`src/tcpg_pkg.sv`:
```
// shared types, constants and helper functions of the pulse train generator
// no dependencies

package tcpg_pkg;

   localparam int COMMAND_LENGTH        = 12;
   localparam int TICKS_PER_MILLISECOND = 1000;
   localparam int TICKS_PER_SECOND      = 1000000;

   localparam int POS_W      = $clog2(COMMAND_LENGTH + 1);
   localparam int LEN_W      = 10;
   localparam int COUNT_W    = 7;
   localparam int PRESCALE_W = $clog2(TICKS_PER_SECOND + 1);

   localparam int QUEUE_DEPTH = 2;
   localparam int QUEUE_AW    = (QUEUE_DEPTH > 1) ? $clog2(QUEUE_DEPTH) : 1;
   localparam int QUEUE_CW    = $clog2(QUEUE_DEPTH + 1);

   // character codes
   localparam logic [7:0] CHAR_GO    = 8'h47;  // 'G'
   localparam logic [7:0] CHAR_QUERY = 8'h3F;  // '?'
   localparam logic [7:0] CHAR_SEP   = 8'h73;  // 's'
   localparam logic [7:0] CHAR_SPACE = 8'h20;  // ' '
   localparam logic [7:0] CHAR_MILLI = 8'h6D;  // 'm'
   localparam logic [7:0] CHAR_MICRO = 8'h75;  // 'u'
   localparam logic [7:0] CHAR_CR    = 8'h0D;  // carriage return
   localparam logic [7:0] CHAR_ZERO  = 8'h30;  // '0'
   localparam logic [7:0] CHAR_NINE  = 8'h39;  // '9'

   typedef enum logic [1:0] {
      STATUS_NONE   = 2'd0,
      STATUS_ACCEPT = 2'd1,
      STATUS_REJECT = 2'd2,
      STATUS_QUERY  = 2'd3
   } status_type;

   typedef enum logic [1:0] {
      UNIT_SEC  = 2'd0,
      UNIT_MSEC = 2'd1,
      UNIT_USEC = 2'd2
   } unit_type;

   // what the back end has to do with one word
   typedef enum logic [3:0] {
      EV_TICK = 4'b0001,  // advance the train by one microsecond
      EV_CHAR = 4'b0010,  // character with no effect on the train
      EV_LOAD = 4'b0100,  // valid command, restart the train
      EV_STOP = 4'b1000   // bad unit, stop the train
   } event_kind_type;

   typedef struct packed {
      event_kind_type     kind;
      status_type         status;
      logic [LEN_W-1:0]   high_length;
      logic [LEN_W-1:0]   low_length;
      unit_type           high_unit;
      unit_type           low_unit;
      logic [COUNT_W-1:0] pulses_wanted;
   } event_type;

   typedef struct packed {
      logic full;
      logic empty;
   } queue_stat_type;

   function automatic logic [PRESCALE_W-1:0] ticks_per_unit(input unit_type u);
      logic [PRESCALE_W-1:0] t;
      unique case (u)
         UNIT_SEC:  t = PRESCALE_W'(TICKS_PER_SECOND);
         UNIT_MSEC: t = PRESCALE_W'(TICKS_PER_MILLISECOND);
         default:   t = PRESCALE_W'(1);
      endcase
      return t;
   endfunction

   function automatic logic is_digit(input logic [7:0] c);
      return (c >= CHAR_ZERO) && (c <= CHAR_NINE);
   endfunction

   function automatic logic [3:0] digit_value(input logic [7:0] c);
      return 4'(c - CHAR_ZERO);
   endfunction

endpackage

```
`src/tcpg_if.sv`:
```
// valid/ready channel interfaces for the request and response sides
// no dependencies

interface tcpg_req_if;
   logic       valid;
   logic       ready;
   logic       command;
   logic [7:0] char_code;

   modport source (output valid, output command, output char_code, input ready);
   modport sink   (input valid, input command, input char_code, output ready);
endinterface

interface tcpg_rsp_if;
   logic       valid;
   logic       ready;
   logic       pulse_out;
   logic [1:0] status;
   logic       train_busy;

   modport source (output valid, output pulse_out, output status, output train_busy,
                   input ready);
   modport sink   (input valid, input pulse_out, input status, input train_busy,
                   output ready);
endinterface

```
`src/tcpg_front.sv`:
```
// front end: collects command characters and turns each word into a train event
// depends on tcpg_pkg and tcpg_req_if

module tcpg_front
   import tcpg_pkg::*;
(
   input  logic           clock,
   input  logic           reset,
   tcpg_req_if.sink       req,
   input  queue_stat_type qstat,
   output logic           push,
   output event_type      push_data
);

   logic [7:0]       store_ff [COMMAND_LENGTH];
   logic [POS_W-1:0] pos_ff;
   logic [POS_W-1:0] pos_in;
   logic             store_we;

   logic digits_ok;
   logic seps_ok;
   logic units_ok;
   unit_type hu;
   unit_type lu;

   assign req.ready = !qstat.full;
   assign push      = req.valid && req.ready;

   // command field checks on the stored characters
   always_comb begin
      digits_ok = is_digit(store_ff[0]) && is_digit(store_ff[1]) && is_digit(store_ff[2])
               && is_digit(store_ff[5]) && is_digit(store_ff[6]) && is_digit(store_ff[7])
               && is_digit(store_ff[10]) && is_digit(store_ff[11]);
      seps_ok   = (store_ff[4] == CHAR_SEP) && (store_ff[9] == CHAR_SEP);
      units_ok  = 1'b1;
      hu        = UNIT_SEC;
      lu        = UNIT_SEC;
      unique case (store_ff[3])
         CHAR_SPACE: hu = UNIT_SEC;
         CHAR_MILLI: hu = UNIT_MSEC;
         CHAR_MICRO: hu = UNIT_USEC;
         default:    units_ok = 1'b0;
      endcase
      unique case (store_ff[8])
         CHAR_SPACE: lu = UNIT_SEC;
         CHAR_MILLI: lu = UNIT_MSEC;
         CHAR_MICRO: lu = UNIT_USEC;
         default:    units_ok = 1'b0;
      endcase
   end

   always_comb begin
      pos_in                  = pos_ff;
      store_we                = 1'b0;
      push_data.kind          = EV_CHAR;
      push_data.status        = STATUS_NONE;
      push_data.high_unit     = hu;
      push_data.low_unit      = lu;
      push_data.high_length   = 10'(digit_value(store_ff[0])) * 10'd100
                              + 10'(digit_value(store_ff[1])) * 10'd10
                              + 10'(digit_value(store_ff[2]));
      push_data.low_length    = 10'(digit_value(store_ff[5])) * 10'd100
                              + 10'(digit_value(store_ff[6])) * 10'd10
                              + 10'(digit_value(store_ff[7]));
      push_data.pulses_wanted = 7'(digit_value(store_ff[10])) * 7'd10
                              + 7'(digit_value(store_ff[11]));
      if (req.command) begin
         push_data.kind = EV_TICK;
      end else if (req.char_code == CHAR_CR) begin
         push_data.kind = EV_CHAR;
      end else if (req.char_code == CHAR_QUERY) begin
         pos_in           = '0;
         push_data.status = STATUS_QUERY;
      end else if (req.char_code == CHAR_GO) begin
         pos_in           = '0;
         push_data.status = STATUS_REJECT;
         if (pos_ff == POS_W'(COMMAND_LENGTH) && digits_ok && seps_ok) begin
            if (units_ok) begin
               push_data.kind   = EV_LOAD;
               push_data.status = STATUS_ACCEPT;
            end else begin
               push_data.kind   = EV_STOP;
            end
         end
      end else if (pos_ff >= POS_W'(COMMAND_LENGTH)) begin
         // one character too many
         pos_in           = '0;
         push_data.status = STATUS_REJECT;
      end else begin
         store_we = 1'b1;
         pos_in   = pos_ff + POS_W'(1);
      end
   end

   always_ff @(posedge clock) begin
      if (reset) begin
         pos_ff <= '0;
      end else if (push) begin
         pos_ff <= pos_in;
      end
   end

   always_ff @(posedge clock) begin
      if (push && store_we) begin
         store_ff[pos_ff] <= req.char_code;
      end
   end

endmodule

```
`src/tcpg_queue.sv`:
```
// short event queue between the front end and the train engine
// depends on tcpg_pkg

module tcpg_queue
   import tcpg_pkg::*;
(
   input  logic           clock,
   input  logic           reset,
   input  logic           push,
   input  event_type      push_data,
   input  logic           pop,
   output event_type      pop_data,
   output queue_stat_type qstat
);

   event_type             entry_ff [QUEUE_DEPTH];
   logic [QUEUE_AW-1:0]   wr_ptr_ff;
   logic [QUEUE_AW-1:0]   rd_ptr_ff;
   logic [QUEUE_CW-1:0]   count_ff;

   function automatic logic [QUEUE_AW-1:0] next_ptr(input logic [QUEUE_AW-1:0] p);
      return (p == QUEUE_AW'(QUEUE_DEPTH - 1)) ? '0 : p + QUEUE_AW'(1);
   endfunction

   assign qstat.full  = (count_ff == QUEUE_CW'(QUEUE_DEPTH));
   assign qstat.empty = (count_ff == '0);
   assign pop_data    = entry_ff[rd_ptr_ff];

   always_ff @(posedge clock) begin
      if (reset) begin
         wr_ptr_ff <= '0;
         rd_ptr_ff <= '0;
         count_ff  <= '0;
      end else begin
         if (push) begin
            wr_ptr_ff <= next_ptr(wr_ptr_ff);
         end
         if (pop) begin
            rd_ptr_ff <= next_ptr(rd_ptr_ff);
         end
         if (push && !pop) begin
            count_ff <= count_ff + QUEUE_CW'(1);
         end else if (pop && !push) begin
            count_ff <= count_ff - QUEUE_CW'(1);
         end
      end
   end

   always_ff @(posedge clock) begin
      if (push) begin
         entry_ff[wr_ptr_ff] <= push_data;
      end
   end

endmodule

```
`src/tcpg_back.sv`:
```
// back end: pulse train engine and response register
// depends on tcpg_pkg and tcpg_rsp_if

module tcpg_back
   import tcpg_pkg::*;
(
   input  logic      clock,
   input  logic      reset,
   input  logic      ev_valid,
   input  event_type ev,
   output logic      pop,
   tcpg_rsp_if.source rsp
);

   logic [LEN_W-1:0]      high_length_ff, high_length_in;
   logic [LEN_W-1:0]      low_length_ff, low_length_in;
   unit_type              high_unit_ff, high_unit_in;
   unit_type              low_unit_ff, low_unit_in;
   logic [COUNT_W-1:0]    wanted_ff, wanted_in;
   logic [COUNT_W-1:0]    done_ff, done_in;
   logic                  active_ff, active_in;
   logic                  low_phase_ff, low_phase_in;
   logic [LEN_W-1:0]      units_ff, units_in;
   logic [PRESCALE_W-1:0] prescale_ff, prescale_in;

   logic       rsp_valid_ff;
   logic       pulse_ff;
   status_type status_ff;
   logic       busy_ff;

   logic                  phase_end;
   logic                  do_skip;
   logic [PRESCALE_W:0]   prescale_inc;
   logic [LEN_W:0]        units_inc;
   logic [LEN_W-1:0]      len_cur;
   unit_type              unit_cur;
   logic                  high_zero;
   logic                  low_zero;

   assign pop = ev_valid && (!rsp_valid_ff || rsp.ready);

   always_comb begin
      high_length_in = high_length_ff;
      low_length_in  = low_length_ff;
      high_unit_in   = high_unit_ff;
      low_unit_in    = low_unit_ff;
      wanted_in      = wanted_ff;
      done_in        = done_ff;
      active_in      = active_ff;
      low_phase_in   = low_phase_ff;
      units_in       = units_ff;
      prescale_in    = prescale_ff;
      phase_end      = 1'b0;
      do_skip        = 1'b0;
      len_cur        = low_phase_ff ? low_length_ff : high_length_ff;
      unit_cur       = low_phase_ff ? low_unit_ff : high_unit_ff;
      prescale_inc   = {1'b0, prescale_ff} + (PRESCALE_W+1)'(1);
      units_inc      = {1'b0, units_ff} + (LEN_W+1)'(1);

      unique case (ev.kind)
         EV_TICK: begin
            if (active_ff) begin
               if (prescale_inc < {1'b0, ticks_per_unit(unit_cur)}) begin
                  prescale_in = prescale_inc[PRESCALE_W-1:0];
               end else begin
                  prescale_in = '0;
                  if (units_inc < {1'b0, len_cur}) begin
                     units_in = units_inc[LEN_W-1:0];
                  end else begin
                     units_in  = '0;
                     phase_end = 1'b1;
                     do_skip   = 1'b1;
                  end
               end
            end
         end
         EV_LOAD: begin
            high_length_in = ev.high_length;
            low_length_in  = ev.low_length;
            high_unit_in   = ev.high_unit;
            low_unit_in    = ev.low_unit;
            wanted_in      = ev.pulses_wanted;
            done_in        = '0;
            active_in      = (ev.pulses_wanted != '0);
            low_phase_in   = 1'b0;
            units_in       = '0;
            prescale_in    = '0;
            do_skip        = 1'b1;
         end
         EV_STOP: begin
            done_in      = '0;
            active_in    = 1'b0;
            low_phase_in = 1'b0;
            units_in     = '0;
            prescale_in  = '0;
         end
         default: begin
         end
      endcase

      // a finished high phase moves to low, a finished low phase ends the pulse
      if (phase_end) begin
         if (!low_phase_in) begin
            low_phase_in = 1'b1;
         end else begin
            done_in      = done_in + COUNT_W'(1);
            low_phase_in = 1'b0;
            if (done_in >= wanted_in) active_in = 1'b0;
         end
      end

      // skip zero-length phases; with both lengths zero the whole train completes
      high_zero = (high_length_in == '0);
      low_zero  = (low_length_in == '0);
      if (do_skip) begin
         if (active_in && !low_phase_in && high_zero) begin
            low_phase_in = 1'b1;
         end
         if (active_in && low_phase_in && low_zero) begin
            done_in      = done_in + COUNT_W'(1);
            low_phase_in = 1'b0;
            if (done_in >= wanted_in) active_in = 1'b0;
         end
         if (active_in && high_zero && low_zero) begin
            done_in   = wanted_in;
            active_in = 1'b0;
         end
         if (!active_in) low_phase_in = 1'b0;
      end
   end

   always_ff @(posedge clock) begin
      if (reset) begin
         high_length_ff <= '0;
         low_length_ff  <= '0;
         high_unit_ff   <= UNIT_SEC;
         low_unit_ff    <= UNIT_SEC;
         wanted_ff      <= '0;
         done_ff        <= '0;
         active_ff      <= 1'b0;
         low_phase_ff   <= 1'b0;
         units_ff       <= '0;
         prescale_ff    <= '0;
         rsp_valid_ff   <= 1'b0;
      end else begin
         if (pop) begin
            high_length_ff <= high_length_in;
            low_length_ff  <= low_length_in;
            high_unit_ff   <= high_unit_in;
            low_unit_ff    <= low_unit_in;
            wanted_ff      <= wanted_in;
            done_ff        <= done_in;
            active_ff      <= active_in;
            low_phase_ff   <= low_phase_in;
            units_ff       <= units_in;
            prescale_ff    <= prescale_in;
            rsp_valid_ff   <= 1'b1;
         end else if (rsp.ready) begin
            rsp_valid_ff   <= 1'b0;
         end
      end
   end

   always_ff @(posedge clock) begin
      if (pop) begin
         pulse_ff  <= active_in && !low_phase_in;
         status_ff <= ev.status;
         busy_ff   <= active_in;
      end
   end

   assign rsp.valid      = rsp_valid_ff;
   assign rsp.pulse_out  = pulse_ff;
   assign rsp.status     = status_ff;
   assign rsp.train_busy = busy_ff;

endmodule

```
`src/text_commanded_pulse_train_generator_unit.sv`:
```
// text commanded pulse train generator, top level
// an accepted word is held in the event queue, then stepped by the train engine into the
//   response register, from which it is offered
// throughput: one word per cycle while the response side takes each word
// reset: synchronous, active high; clears the command position, idles the train, empties
//   the event queue and drops the response valid

module text_commanded_pulse_train_generator_unit
   import tcpg_pkg::*;
(
   input  logic        clock,
   input  logic        reset,
   tcpg_req_if.sink    req_if,
   tcpg_rsp_if.source  rsp_if
);

   // front end to queue
   logic           push;
   event_type      push_data;
   queue_stat_type qstat;

   // queue to back end
   logic           pop;
   event_type      pop_data;

   // character collection and command decode; ready follows the queue having room,
   // so a word is taken even while a response still waits downstream
   tcpg_front u_front (
      .clock     (clock),
      .reset     (reset),
      .req       (req_if),
      .qstat     (qstat),
      .push      (push),
      .push_data (push_data)
   );

   // two-entry queue lets the front keep taking words while the response side stalls
   tcpg_queue u_queue (
      .clock     (clock),
      .reset     (reset),
      .push      (push),
      .push_data (push_data),
      .pop       (pop),
      .pop_data  (pop_data),
      .qstat     (qstat)
   );

   // train engine: one event per cycle into the response register while the response is taken
   tcpg_back u_back (
      .clock    (clock),
      .reset    (reset),
      .ev_valid (!qstat.empty),
      .ev       (pop_data),
      .pop      (pop),
      .rsp      (rsp_if)
   );

endmodule

```
`src/flat_wrapper.sv`:
```
// flat-port wrapper written by rule: the top's interface ports become plain ports
module text_commanded_pulse_train_generator_unit_flat import tcpg_pkg::*;
  (clock, reset, req_if_valid, req_if_command, req_if_char_code, req_if_ready, rsp_if_valid, rsp_if_pulse_out, rsp_if_status, rsp_if_train_busy, rsp_if_ready);
  tcpg_req_if req_if_i ();
  tcpg_rsp_if rsp_if_i ();
  input  logic clock;
  input  logic reset;
  input wire logic [$bits(req_if_i.valid)-1:0] req_if_valid;
  input wire logic [$bits(req_if_i.command)-1:0] req_if_command;
  input wire logic [$bits(req_if_i.char_code)-1:0] req_if_char_code;
  output wire logic [$bits(req_if_i.ready)-1:0] req_if_ready;
  output wire logic [$bits(rsp_if_i.valid)-1:0] rsp_if_valid;
  output wire logic [$bits(rsp_if_i.pulse_out)-1:0] rsp_if_pulse_out;
  output wire logic [$bits(rsp_if_i.status)-1:0] rsp_if_status;
  output wire logic [$bits(rsp_if_i.train_busy)-1:0] rsp_if_train_busy;
  input wire logic [$bits(rsp_if_i.ready)-1:0] rsp_if_ready;
  assign req_if_i.valid = req_if_valid;
  assign req_if_i.command = req_if_command;
  assign req_if_i.char_code = req_if_char_code;
  assign req_if_ready = req_if_i.ready;
  assign rsp_if_valid = rsp_if_i.valid;
  assign rsp_if_pulse_out = rsp_if_i.pulse_out;
  assign rsp_if_status = rsp_if_i.status;
  assign rsp_if_train_busy = rsp_if_i.train_busy;
  assign rsp_if_i.ready = rsp_if_ready;
  text_commanded_pulse_train_generator_unit u_core (.clock(clock), .reset(reset), .req_if(req_if_i), .rsp_if(rsp_if_i));
endmodule
```
`config.mk`:
```
export PLATFORM = sky130hd
export DESIGN_NAME = text_commanded_pulse_train_generator_unit_flat
export DESIGN_NICKNAME = d
export VERILOG_FILES = /design/src/tcpg_pkg.sv /design/src/tcpg_if.sv /design/src/tcpg_front.sv /design/src/tcpg_queue.sv /design/src/tcpg_back.sv /design/src/text_commanded_pulse_train_generator_unit.sv /design/src/flat_wrapper.sv
export SDC_FILE = /design/constraint.sdc
export NUM_CORES = 1
export LEC_CHECK = 0
export BUFFER_PORTS_ARGS = -buffer_cell sky130_fd_sc_hd__buf_2
export CAP_MARGIN = 20
export CORE_ASPECT_RATIO = 0.7
export CORE_UTILIZATION = 57
export DETAILED_ROUTE_END_ITERATION = 8
export PLACE_DENSITY = 0.82
export SYNTH_ARGS = -nofsm -noshare
export SYNTH_HDL_FRONTEND = slang
export SYNTH_SLANG_ARGS = --single-unit
```
`constraint.sdc`:
```
create_clock -name clock -period 5.3 [get_ports clock]
set_clock_uncertainty 0.15 [all_clocks]
set_input_delay 0 -clock clock [delete_from_list [all_inputs] [get_ports clock]]
set_output_delay 0 -clock clock [all_outputs]
set_load 0.05 [all_outputs]
```
======== Word-level counts from Yosys, hierarchy flattened ========
Memories as Yosys holds them, arrays and structs flattened. A register that Yosys moved wholly into a read port is not among the register bits.
Cells that the tools add are included.
operators by class
  magnitude comparators ................... 21
  equal/unequal tests ..................... 19
  reduce and logical (&&, ||, !) cells .... 53
  multiplexer cells ....................... 80
  div/mod/pow operators ................... 0
  multiply operators ...................... 5
  shift operators ......................... 0
  add/subtract/negate cells ............... 22
  bitwise logic cells ..................... 2
operators by type and width
  kind                                                                              number
  20-bit 2-to-1 mux                                                                 4
  20-bit one-hot mux with 2 select lines                                            2
  8-bit by 6-bit >= comparator with 1-bit output, second input constant             8
  8-bit by 6-bit less-or-equal comparator with 1-bit output, second input constant  8
  10-bit 2-to-1 mux                                                                 6
  8-bit by 7-bit equality test with 1-bit output, second input constant             7
  7-bit 2-to-1 mux                                                                  7
  1-bit 2-to-1 mux                                                                  38
  4-bit 2-to-1 mux                                                                  8
  4-bit by 1-bit subtractor with 4-bit output, second input constant                8
  1-bit logical AND                                                                 30
  8-bit by 6-bit equality test with 1-bit output, second input constant             3
  20-bit by 1-bit adder with 21-bit output, second input constant                   1
  21-bit by 20-bit less-than comparator with 1-bit output                           1
  10-bit by 4-bit adder with 10-bit output                                          2
  10-bit by 8-bit adder with 10-bit output                                          2
  10-bit logical NOT                                                                2
  10-bit one-hot mux with 2 select lines                                            1
  2-bit 2-to-1 mux                                                                  9
  4-bit by 5-bit multiplier with 8-bit output, second input constant                2
  7-bit by 1-bit adder with 7-bit output, second input constant                     2
  7-bit >= comparator                                                               2
  4-bit by 3-bit multiplier with 7-bit output, second input constant                2
  10-bit by 1-bit adder with 11-bit output, second input constant                   1
  29 further kinds                                                                  46
word-level totals
  bits of input ports ..................... 13
  latch bits .............................. 0
  memory bits (read-only) ................. 0
  register bits ........................... 83
  memory bits (writable) .................. 170
  word-level logic and storage cells ...... 222
  output and inout bits ................... 6
  memories ................................ 2
memory list
  memory                   depth  width  read ports  clocked after memory_dff  write ports  line              RTL
  u_core.u_front.store_ff  12     8      12          0                         1            tcpg_front.sv:15  logic [7:0] store_ff [COMMAND_LENGTH];
  u_core.u_queue.entry_ff  2      37     1           1                         1            tcpg_queue.sv:16  event_type entry_ff [QUEUE_DEPTH];

======== Logic depth before layout (Yosys ltp) ========
  word-level depth ........................ 27
  mapped depth ............................ 30
  mapped depth without buffers ............ 28

======== Cells and area by module ========
From an unflattened synthesis, not the netlist that was laid out.
unflattened totals
  cell total of the unflattened synthesis .. 1239
  area total of the unflattened synthesis .. 13765.7 µm²
modules (own cells, without submodules)
  module                                     cells each  seq. area each (µm²)  area each (µm²)  instances
  tcpg_front                                 408         2962.8                5451.5           1
  tcpg_back                                  693         1541.5                5425.2           1
  tcpg_queue                                 137         2322.2                2885.3           1
  text_commanded_pulse_train_generator_unit  1           0.0                   3.8              1

======== Worst setup path after synthesis ========
OpenSTA, ideal clock, no wires.
  kind .................................... register to register
  start point ............................. register u_core.u_back.prescale_ff[0]
  end point ............................... register u_core.u_back.done_ff[5]
  arrival time ............................ 5541 ps
  setup time .............................. 73 ps
  path buffers ............................ 2
  cell stages (with the launch flop) ...... 29
  data required time ...................... 5077 ps
  period minus slack after synthesis ...... 5764 ps
  setup slack ............................. -464 ps
  cell sequence ........................... dfxtp_1 > ha_1 > and3_1 > buf_6 > and4_4 > nand2_1 > xnor2_1 > ha_1 > a21o_1 > a21o_1 > a41o_1 > or2_4 > o32ai_4 > a211oi_2 > buf_6 > xnor2_1 > nor2_1 > ha_1 > ha_1 > a21o_1 > a21o_1 > a211oi_1 > o31ai_1 > nand2b_1 > a211oi_2 > and2b_1 > nor2b_1 > a21oi_1 > o22ai_2
on the way
  longest elaborated chain between the ends .. 19
  elaborated cells on any way between the ends .. 26
  classes of those cells .................. add/sub (2); order compare (2); mux (15); reduce/logical (7)
RTL lines
  item                                                                                             line              RTL
  start: declaration                                                                               tcpg_back.sv:24   logic [PRESCALE_W-1:0] prescale_ff, prescale_in;
  start signal: assignment                                                                         tcpg_back.sv:156  prescale_ff <= prescale_in;
  20-bit by 1-bit adder with 21-bit output *                                                       tcpg_back.sv:57   prescale_inc = {1'b0, prescale_ff} + (PRESCALE_W+1)'(1);
  21-bit by 20-bit less-than comparator with 1-bit output *                                        tcpg_back.sv:63   if (prescale_inc < {1'b0, ticks_per_unit(unit_cur)}) begin
  1-bit 2-to-1 mux *                                                                               tcpg_back.sv:63
  1-bit 2-to-1 mux *                                                                               tcpg_back.sv:62   if (active_ff) begin
  parallel branches: the longest is 14 deep, another holds 7-bit by 1-bit adder with 7-bit output  -
  7-bit 2-to-1 mux *                                                                               tcpg_back.sv:115  if (do_skip) begin
  end signal: assignment                                                                           tcpg_back.sv:152  done_ff <= done_in;
  end: declaration                                                                                 tcpg_back.sv:20   logic [COUNT_W-1:0] done_ff, done_in;
Mark *: on every way between the ends. The select of a mux whose other input is x is not followed.
A chain may end at the register's enable or synchronous reset.

======== Worst setup path in the final report ========
  start point ............................. register u_core.u_back.low_phase_ff
  end point ............................... register u_core.u_back.done_ff[4]
on the way
  longest elaborated chain between the ends .. 23
  elaborated cells on any way between the ends .. 38
  classes of those cells .................. add/sub (1); order compare (3); eq/ne (1); mux (25); reduce/logical (8)
RTL lines
  item                                                                                                              line              RTL
  start: declaration                                                                                                tcpg_back.sv:22   logic low_phase_ff, low_phase_in;
  start signal: assignment                                                                                          tcpg_back.sv:154  low_phase_ff <= low_phase_in;
  parallel branches: the longest is 22 deep, another holds 21-bit by 20-bit less-than comparator with 1-bit output  -
  7-bit 2-to-1 mux *                                                                                                tcpg_back.sv:115
Marks and branches as above.

==> reports/metrics.cfg <==
[sta]
final-hold-violation-count = 0
fmax_mhz = 182.2
holdWs_ns = 0.08931
tns_ns = -1.005
timing.final.crit_share_pct = 103.6
setup_viol = 8
slew_headroom_pct = 34.61
worst_pin_slew_ns = 0.9725
rsz0062_at_grt = true
drv_slew = 0
setup_ws_ns = -0.1894
fin_crit_ns = 5.489

[power_and_ir_drop]
vdd_drop_max_uv = 405.6
p_total_w = 0.005634
power_leakage_nw = 5.858
p_per_area_mw_per_mm2 = 363.4

[floorplanning]
fp-row-count = 46
ios = 19
start_util_pct = 58.67
die_x_um = 185.3
core_area_mm2 = 0.02285
die_area_mm2 = 0.02414
die-height_um = 130.3

[setup_path]
cp_top_family = compound AO/OA/AOI/OAI gates
crit_path_cell_trace = mux2_2 -> or2_2 -> ha_1 -> a21o_1 -> a21o_1 -> a41o_1 -> or2_4 -> o32ai_4 -> buf_6 -> buf_6 -> a21oi_4 -> nand4_1 -> mux2i_2 -> xor2_1 -> ha_1 -> a21o_1 -> a211oi_2 -> o31ai_4 -> nand2b_4 -> a211oi_4 -> and2b_2 -> and2b_1 -> a21oi_2 -> o22ai_2
crit_buf_inv = 2
cp_common_cell = a21o_1
slowest_stage = dfxtp_4
endpoint_kind = register
critPathLaunchType = register
cp.required_ns = 5.62
path_class = reg2reg
max_stage_delay_ns = 0.37
cp_data_arrival_time_ns = 5.81
crit_path_max_fanout = 5

[outcome]
outcome = complete, but fails checks
violations = setup timing

[route]
firstDrtPassIters = 5
wirelength_um = 30170
drc = 0
ant_nets = 0
vias_per_cell = 5.949
drtIter0Drc = 719
vias = 9435
wl_per_cell_um = 19.02

[grt]
grt.total_usage_pct = 25.54
grt_overflow = 0
grt_antenna_before_repair = 0
grt_pass1_vias = 9289
grt_pass1_wl_um = 48290
grt_start_max_net_pins = 59

[clock_network]
clk_path_buf_depth = 3
cts_sinks = 254
cts.clk_slew.worst_paths_ns = 0.07
clk_latency_ns = 0.55
numCtsBuffers = 25
cts_root_buf = clkbuf_16
htree_levels = 1
cts_tree = built

[synthesis]
yosysWarnings = 0
ys_ff_latch = 254
synth_area_mm2 = 0.01341
ys.flop_type = edfxtp_1
synth-edff-count = 174
ys_async_sr_fraction_pct = 0
postSynthAreaPerCell_um2 = 11.45
ys_types = 81
seq_area_frac_synth_pct = 50.92
syn_nets = 1301
netlist_instances = 1171

[placement]
gp_congestion = 0.9360
dp_hpwl_um = 20540
place_ws_ns = -0.2020
numPortBuffers = 18

[final_layout]
nNetsFinal = 1385
drive_gt1_share_pct = 17.19
syn2layout_area_growth_pct = 15.66
fillCellCount = 1582
fin_util_pct = 67.86
antenna_cells = 0

[min_path]
hold_path_class = in2reg

[job]
drv_cap = 0

layer usage:
metal	vias up	wire (um)	share of wire [%]	global-route usage [%]
li1	4490	-	-	-
met3	36	2066	6.8	4.633
met2	312	13720	45	40.43
met1	4597	13930	46	36.79
met5	-	0	0	0
met4	0	445	1.5	5.542
power breakdown:
group	total [W]	internal [W]	switching, W
Clock	0.00190	0.00112	0.000787
Sequential	0.00244	0.00233	0.000118
Combinational	0.00128	0.000506	0.000779
Total	0.00563	0.00395	0.00168
kinds of logic (layout without fill, tap and decap cells):
group | after synthesis | after routing | synth area share [%]
compound gates | 212 | 212 | 10.53
xor+xnor | 73 | 73 | 4.825
fa+ha+maj | 117 | 117 | 11.59
buf+inv | 93 | 196 | 2.819
flops | 254 | 254 | 50.92
mux | 62 | 62 | 4.835
simple gates | 360 | 360 | 14.48
path summary, 6_finish.rpt:
| path | slack, ns | from | cells past startpoint | end |
|---|---|---|---|---|
| min | 0.09 | req_if_command | 2 | u_core.u_queue.entry_ff[1][33]$_DFFE_PP_ |
| max | -0.19 | u_core.u_back.low_phase_ff$_SDFFE_PP0P_ | 24 | u_core.u_back.done_ff[4]$_SDFFE_PP0P_ |
| max reg2reg | -0.19 | u_core.u_back.low_phase_ff$_SDFFE_PP0P_ | 24 | u_core.u_back.done_ff[4]$_SDFFE_PP0P_ |
| min reg2reg | 0.31 | u_core.u_front.store_ff[11][0]$_DFFE_PP_ | 0 | u_core.u_queue.entry_ff[0][0]$_DFFE_PP_ |
repair_timing:
action / CTS / global route
gates cloned: 0 / 0
hold endpoints to repair: 138 / 0
buffers inserted: 4 / 5
resized for setup: 19 / 26
hold buffers: 12 / 0
pin swaps: 21 / 20
endpoints found under the setup margin: 10 / 10
cells in the mapped netlist, types with 9 or more instances:
cell type	instances	area share, %
a21oi_1	67	2.5
and3_1	15	0.70
nor3b_1	12	0.67
and2_1	15	0.70
a22oi_1	12	0.67
nand2b_1	9	0.42
a211oi_1	26	1.5
mux2_2	12	1.0
nand2_1	48	1.3
nor2b_1	13	0.61
dfxtp_1	80	12
mux2i_1	49	3.7
edfxtp_1	174	39
xor2_1	23	1.5
nor3_1	27	1.0
a21o_1	18	1.0
clkbuf_1	26	0.73
ha_1	105	9.8
nor4_1	11	0.51
xnor2_1	49	3.2
nand4_1	16	0.75
nor2_1	105	2.9
nand3_1	28	1.0
inv_1	54	1.5
fa_1	12	1.8
o21ai_0	32	1.2
layout by cell type (no fill, tap or decap), types with 21 or more instances in the layout:
| master | netlist | final |
|---|---|---|
| nand3_1 | 28 | 25 |
| a211oi_1 | 26 | 25 |
| clkbuf_16 | 0 | 25 |
| xnor2_1 | 49 | 46 |
| o21ai_0 | 32 | 32 |
| inv_1 | 54 | 54 |
| ha_1 | 105 | 101 |
| nor3_1 | 27 | 27 |
| nor2_1 | 105 | 98 |
| edfxtp_1 | 174 | 174 |
| mux2i_1 | 49 | 47 |
| a21oi_1 | 67 | 62 |
| nand2_1 | 48 | 45 |
| buf_4 | 0 | 60 |
| dfxtp_1 | 80 | 74 |
| xor2_1 | 23 | 21 |
cell type report:
| cell class | instances | area [um2] | share of cell area (%) |
|---|---|---|---|
| well taps | 312 | 390.4 | 2.518 |
| multi-input cells | 824 | 6457 | 41.65 |
| repair buffers | 95 | 734.5 | 4.737 |
| flip-flops and latches | 254 | 6839 | 44.11 |
| inverters | 55 | 206.4 | 1.332 |
| clock inverters | 20 | 247.7 | 1.598 |
| clock buffers | 26 | 629.4 | 4.059 |
registers in the layout, indices dropped and copies added (netlist names), 2 cells and up, named ones only:
register and cells:
u_core.u_front.store_ff 96, u_core.u_queue.entry_ff 74, u_core.u_back.prescale_ff 20, u_core.u_back.high_length_ff 10, u_core.u_back.low_length_ff 10, u_core.u_back.units_ff 10
u_core.u_back.done_ff 7, u_core.u_back.wanted_ff 7, u_core.u_front.pos_ff 4, u_core.u_back.high_unit_ff 2, u_core.u_back.low_unit_ff 2, u_core.u_back.rsp.status 2
u_core.u_queue.count_ff 2
stage by stage:
step | cells | cell area [um2]
2_1_floorplan | 1171 | 13460
3_3_place_gp | 1519 | 14200
3_5_place_dp | 1519 | 14200
4_1_cts | 1581 | 15310
5_1_grt | 1586 | 15500
6_report | 1586 | 15500
Note: power is estimated with default switching activity, not from simulation.
